## src/design/rgb_cross_gradient_edge_map_defines.svh

```systemverilog
// Assertion helpers used by the edge-map RTL.
`ifndef RGB_CROSS_GRADIENT_EDGE_MAP_DEFINES_SVH
`define RGB_CROSS_GRADIENT_EDGE_MAP_DEFINES_SVH

// Same-cycle implication, off while reset is asserted.
`define RCGEM_ASSERT_IMP(label, clk, rst_n, ante, cons) \
  label: assert property (@(posedge clk) disable iff (!rst_n) (ante) |-> (cons)) \
    else $error("rcgem: assertion failed");

// Next-cycle implication, off while reset is asserted.
`define RCGEM_ASSERT_NXT(label, clk, rst_n, ante, cons) \
  label: assert property (@(posedge clk) disable iff (!rst_n) (ante) |=> (cons)) \
    else $error("rcgem: assertion failed");

`endif

```

## src/design/rcgem_pkg.sv

```systemverilog
`timescale 1ns / 1ps
`default_nettype none

package rcgem_pkg;

  typedef struct packed {
    logic [7:0] red;
    logic [7:0] green;
    logic [7:0] blue;
  } pixel_t;

  typedef struct packed {
    logic [7:0]  gray;
    logic [15:0] out_row;
    logic [11:0] out_col;
    logic        frame_end;
  } result_t;

  // Request to the edge unit: center pixel plus up to four neighbours.
  typedef struct packed {
    logic             start;
    pixel_t           center;
    pixel_t [3:0]     nb;
    logic   [3:0]     nb_valid;
  } edge_req_t;

  typedef struct packed {
    logic       done;
    logic [7:0] gray;
  } edge_rsp_t;

endpackage

`default_nettype wire

```

## src/design/rcgem_edge.sv

```systemverilog
`timescale 1ns / 1ps
`default_nettype none

module rcgem_edge (
  input  wire logic                 clk_i,
  input  wire logic                 rst_ni,
  input  wire rcgem_pkg::edge_req_t req_i,
  output rcgem_pkg::edge_rsp_t      rsp_o
);

  localparam logic [2:0] E_IDLE  = 3'd0;
  localparam logic [2:0] E_SUM   = 3'd1;
  localparam logic [2:0] E_DIV3  = 3'd2;
  localparam logic [2:0] E_DIVN  = 3'd3;
  localparam logic [2:0] E_SQR   = 3'd4;
  localparam logic [2:0] E_CURVE = 3'd5;

  localparam logic [2:0]  CurveSteps  = 3'd6;
  // floor(x/3) == (x*2731) >> 13 for every x up to 3060
  localparam logic [11:0] Recip3Mul   = 12'd2731;

  function automatic logic [7:0] abs_diff(logic [7:0] a, logic [7:0] b);
    return (a > b) ? a - b : b - a;
  endfunction

  function automatic logic [9:0] pix_diff(rcgem_pkg::pixel_t a, rcgem_pkg::pixel_t b);
    return 10'(abs_diff(a.red, b.red)) + 10'(abs_diff(a.green, b.green))
         + 10'(abs_diff(a.blue, b.blue));
  endfunction

  // exact floor(x/255) for every x up to 255*255
  function automatic logic [7:0] div255(logic [15:0] x);
    logic [16:0] s;
    s = 17'(x) + 17'(x >> 8) + 17'd1;
    return s[15:8];
  endfunction

  logic [2:0]  state_q, state_d;
  logic [9:0]  diff_q [4];
  logic [2:0]  cnt_q;
  logic [11:0] sum_q;
  logic [9:0]  s3_q;
  logic [7:0]  p_q;
  logic [7:0]  q_q;
  logic [15:0] prod_q;
  logic [2:0]  iter_q;
  logic [7:0]  gray_q;
  logic        done_q;

  logic [23:0] m3;
  logic [21:0] mn;
  logic [7:0]  p_d;
  logic [7:0]  q_d;

  always_comb begin
    m3 = 24'(sum_q) * 24'(Recip3Mul);
    mn = 22'(s3_q) * 22'(Recip3Mul);
    case (cnt_q)
      3'd1:    p_d = s3_q[7:0];
      3'd2:    p_d = s3_q[8:1];
      3'd3:    p_d = mn[20:13];
      3'd4:    p_d = s3_q[9:2];
      default: p_d = 8'd0;
    endcase
    q_d = 8'd255 - p_q;
  end

  always_comb begin
    state_d = state_q;
    case (state_q)
      E_IDLE:  if (req_i.start) state_d = E_SUM;
      E_SUM:   state_d = E_DIV3;
      E_DIV3:  state_d = E_DIVN;
      E_DIVN:  state_d = E_SQR;
      E_SQR:   state_d = E_CURVE;
      E_CURVE: if (iter_q == CurveSteps) state_d = E_IDLE;
      default: state_d = E_IDLE;
    endcase
  end

  always_ff @(posedge clk_i or negedge rst_ni) begin
    if (!rst_ni) begin
      state_q <= E_IDLE;
      done_q  <= 1'b0;
    end else begin
      state_q <= state_d;
      done_q  <= (state_q == E_CURVE) && (iter_q == CurveSteps);
    end
  end

  always_ff @(posedge clk_i) begin
    if (state_q == E_IDLE && req_i.start) begin
      for (int k = 0; k < 4; k++) begin
        diff_q[k] <= req_i.nb_valid[k] ? pix_diff(req_i.center, req_i.nb[k]) : 10'd0;
      end
      cnt_q <= 3'($countones(req_i.nb_valid));
    end
    if (state_q == E_SUM) begin
      sum_q <= 12'(diff_q[0]) + 12'(diff_q[1]) + 12'(diff_q[2]) + 12'(diff_q[3]);
    end
    if (state_q == E_DIV3) begin
      s3_q <= m3[22:13];
    end
    if (state_q == E_DIVN) begin
      p_q <= p_d;
    end
    if (state_q == E_SQR) begin
      q_q    <= q_d;
      prod_q <= 16'(q_d) * 16'(q_d);
      iter_q <= 3'd1;
    end
    if (state_q == E_CURVE) begin
      if (iter_q == CurveSteps) begin
        gray_q <= div255(prod_q);
      end else begin
        prod_q <= 16'(div255(prod_q)) * 16'(q_q);
        iter_q <= iter_q + 3'd1;
      end
    end
  end

  assign rsp_o.done = done_q;
  assign rsp_o.gray = gray_q;

endmodule

`default_nettype wire
```

## config.mk

```make
export PLATFORM = sky130hd
export DESIGN_NAME = rcgem_edge
export DESIGN_NICKNAME = d
export VERILOG_FILES = /design/src/design/rgb_cross_gradient_edge_map_defines.svh /design/src/design/rcgem_pkg.sv /design/src/design/rcgem_edge.sv
export SDC_FILE = /design/constraint.sdc
export NUM_CORES = 1
export LEC_CHECK = 0
export BUFFER_PORTS_ARGS = -buffer_cell sky130_fd_sc_hd__buf_2
export CAP_MARGIN = 15
export CORE_MARGIN = 1
export CORE_UTILIZATION = 45
export DETAILED_ROUTE_END_ITERATION = 7
export PLACE_DENSITY = 0.61
export RECOVER_POWER = 100
export SKIP_LAST_GASP = 1
export SYNTH_ARGS = -nofsm -noshare
export SYNTH_HDL_FRONTEND = slang
export SYNTH_SLANG_ARGS = --single-unit
```

## constraint.sdc

```tcl
create_clock -name clk_i -period 8 [get_ports clk_i]
set_input_delay 0.4 -clock clk_i [delete_from_list [all_inputs] [get_ports clk_i]]
set_output_delay 0.4 -clock clk_i [all_outputs]
set_load 0.05 [all_outputs]
```

==> impl_metrics.env <==
export IMPL_status="complete, but fails checks"
export IMPL_failed_checks="capacitance limit, slew limit"
export IMPL_nNetsFinal=3366
export IMPL_met3WireLength_mm=1.35
export IMPL_place_gp_congestion=0.925
export IMPL_fin_tns_setup_ps=0
export IMPL_crit_path_end_kind="register"
export IMPL_reg2reg_slack_ps=1690
export IMPL_hp_class="in2reg"
export IMPL_drcViolationCount=0
export IMPL_crit_type="reg2reg"
export IMPL_r2r_start="prod_q[9]"
export IMPL_clk_pin_slew_ps=100
export IMPL_async_flop_share=0.0357
export IMPL_synthCells=2472
export IMPL_place_hpwl_mm=47.9
export IMPL_wl_met2_mm=29.2
export IMPL_avgViaCountPerCell=5.32
export IMPL_cts_root_buf="clkbuf_16"
export IMPL_rsz0062_at_grt="false"
export IMPL_post_cts_buffers=0
export IMPL_dr_pass1_iters=5
export IMPL_die_area_sq_mm=0.0514
export IMPL_synth_fp_nets=3240
export IMPL_hold_depth=3
export IMPL_synth_ff_type="edfxtp_1"
export IMPL_detail_route_wl_per_cell_microns=17.2
export IMPL_track_usage=0.223
export IMPL_initial_core_util=0.455
export IMPL_antenna_found_initial=6
export IMPL_setup_viol=0
export IMPL_final_util=0.489
export IMPL_period_minus_slack_ps=6310
export IMPL_relSlewSlack=-0.614
export IMPL_final_antenna_net_count=0
export IMPL_yosys_warnings=0
export IMPL_grt_pass1_wl_mm=90.9
export IMPL_synth_edff_count=89
export IMPL_drv_cap=1
export IMPL_fmax_ghz=0.158
export IMPL_worst_slew_pin_slew_ps=2420
export IMPL_rows=82
export IMPL_layout_common_cells="inv_1 (470), ha_1 (432), fa_1 (209)"
export IMPL_fp_dieW_microns=227
export IMPL_min_from="req_i[124]"
export IMPL_worstReg2RegEnd="prod_q[14]"
export IMPL_crit_fanout=9
export IMPL_fin_skew_ps=20.1
export IMPL_io_buffer_count=135
export IMPL_synth_cell_types=78
export IMPL_drtIter0Drc=947
export IMPL_grt_overflow_total=0
export IMPL_cts_buffers=9
export IMPL_wl_met1_mm=24.1
export IMPL_grt_pass1_vias=17900
export IMPL_maxSlewViolCount=44
export IMPL_cts_tree="done"
export IMPL_drive_gt1_frac=0.0780
export IMPL_period_share=0.789
export IMPL_dieHeight_microns=227
export IMPL_hold_viol_final=0
export IMPL_coreArea_sq_mm=0.0500
export IMPL_grt_max_degree=44
export IMPL_dr_total_vias=17400
export IMPL_wirelength_mm=56.3
export IMPL_synth_area_per_cell_sq_um=9.20
export IMPL_critPathArrivalTime_ps=6550
export IMPL_clock_path_buffers=2
export IMPL_cts_resized_gates=0
export IMPL_yosysSeqAreaShare=0.139
export IMPL_cts_sinks=112
export IMPL_mostFrequentLayoutCell="inv_1"
export IMPL_ios=136
export IMPL_h_tree_depth=3
export IMPL_hold_end="state_q[0]"
export IMPL_insertion_delay_ps=380
export IMPL_syn_area_sq_mm=0.0227
export IMPL_syn_to_final_growth_pct=7.51
export IMPL_start_kind="register"
export IMPL_ys_ff_latch=112
export IMPL_top_layer="met5"
export IMPL_critPathRequiredTime_ps=8240
export IMPL_r2r_cells=24
[final cells by class]
class | instances | area, sq um
repair buffers | 145 | 706
clock inverters | 6 | 81.3
diodes | 3 | 7.51
multi-input cells | 1857 | 17700
inverters | 473 | 1780
flip-flops and latches | 112 | 3150
well taps | 672 | 841
fillers | 4729 | 25500
clock buffers | 10 | 229
[worst max path at each step]
stage / start / endpoint / cells past startpoint
6_report: prod_q[9] / prod_q[14] / 24
4_1_cts: prod_q[13] / prod_q[12] / 23
3_5_place_dp: prod_q[13] / prod_q[12] / 23
2_1_floorplan: prod_q[9] / prod_q[14] / 23
3_3_place_gp: prod_q[9] / prod_q[14] / 24
5_1_grt: prod_q[9] / prod_q[14] / 25
[sequential cells by signal, summed over array words and instances (netlist names)]
name	flops
diff_q	40
sum_q	12
q_q	8
state_q	3
prod_q	16
s3_q	10
iter_q	3
cnt_q	3
p_q	8
done_q	1
gray_q	8
[metrics by stage]
stage / std cells / area (sq um) / setup WS (ps) / hold WS, ps
after CTS: 3275 / 24500 / 1850 / 279
final: 3278 / 24400 / 1690 / 285
after global routing: 3278 / 24400 / 1160 / 288
after detailed placement: 3258 / 24200 / 1810 / 231
after floorplan: 2472 / 22700 / 2260 / 104
after global placement: 3258 / 24200 / 1880 / 228
[cells in the mapped netlist (46+ instances only)]
| library cell | number | area, sq um |
|---|---|---|
| a21o_1 | 57 | 428 |
| a21oi_1 | 139 | 696 |
| edfxtp_1 | 89 | 2670 |
| fa_1 | 209 | 4180 |
| ha_1 | 432 | 5410 |
| inv_1 | 470 | 1760 |
| mux2i_1 | 58 | 581 |
| nand2_1 | 81 | 304 |
| nor2_1 | 115 | 432 |
| nor2b_1 | 80 | 500 |
| o21ai_0 | 92 | 460 |
| xnor2_1 | 98 | 858 |
| xor2_1 | 46 | 403 |
[worst max-delay path, cell delays in order, from the launching register on]
cell      delay, ps
dfxtp_1         440
ha_1            270
o21a_1          100
o21a_1          160
o211ai_1        200
a31oi_1         150
o21ai_0         220
xor2_1          160
clkbuf_1        390
nand2b_1        200
fa_1            460
fa_1            540
inv_1            60
fa_1            530
inv_1            60
fa_1            540
inv_1            40
ha_1            350
nand3_1         110
o211ai_1        120
o41ai_1         530
o21ai_0         200
xnor2_1         160
o22ai_1         160
a21oi_1          60
[logic make-up after synthesis]
kind of cell	synth area share
DFF	0.139
xor gates and xnor gates	0.0555
and+or+nand+nor	0.110
adders and majority gates	0.422
AOI/OAI and AO/OA	0.151
muxes	0.0387
buffers and inverters	0.0842
[layer usage]
layer / global-route usage / vias up
met2: 0.411 / 302
met5: 0 / -
met1: 0.272 / 8374
met3: 0.0180 / 93
met4: 0.0743 / 6
li1: - / 8651
[timing repair]
item                                   in CTS  in global routing
hold buffers                                1                  0
setup endpoints to repair                   0                  0
endpoints found under the hold margin       4                  0
Power is left out: the tool's default activity adds up to more than one toggle a clock period on the data nets, which glitch-free logic cannot reach.
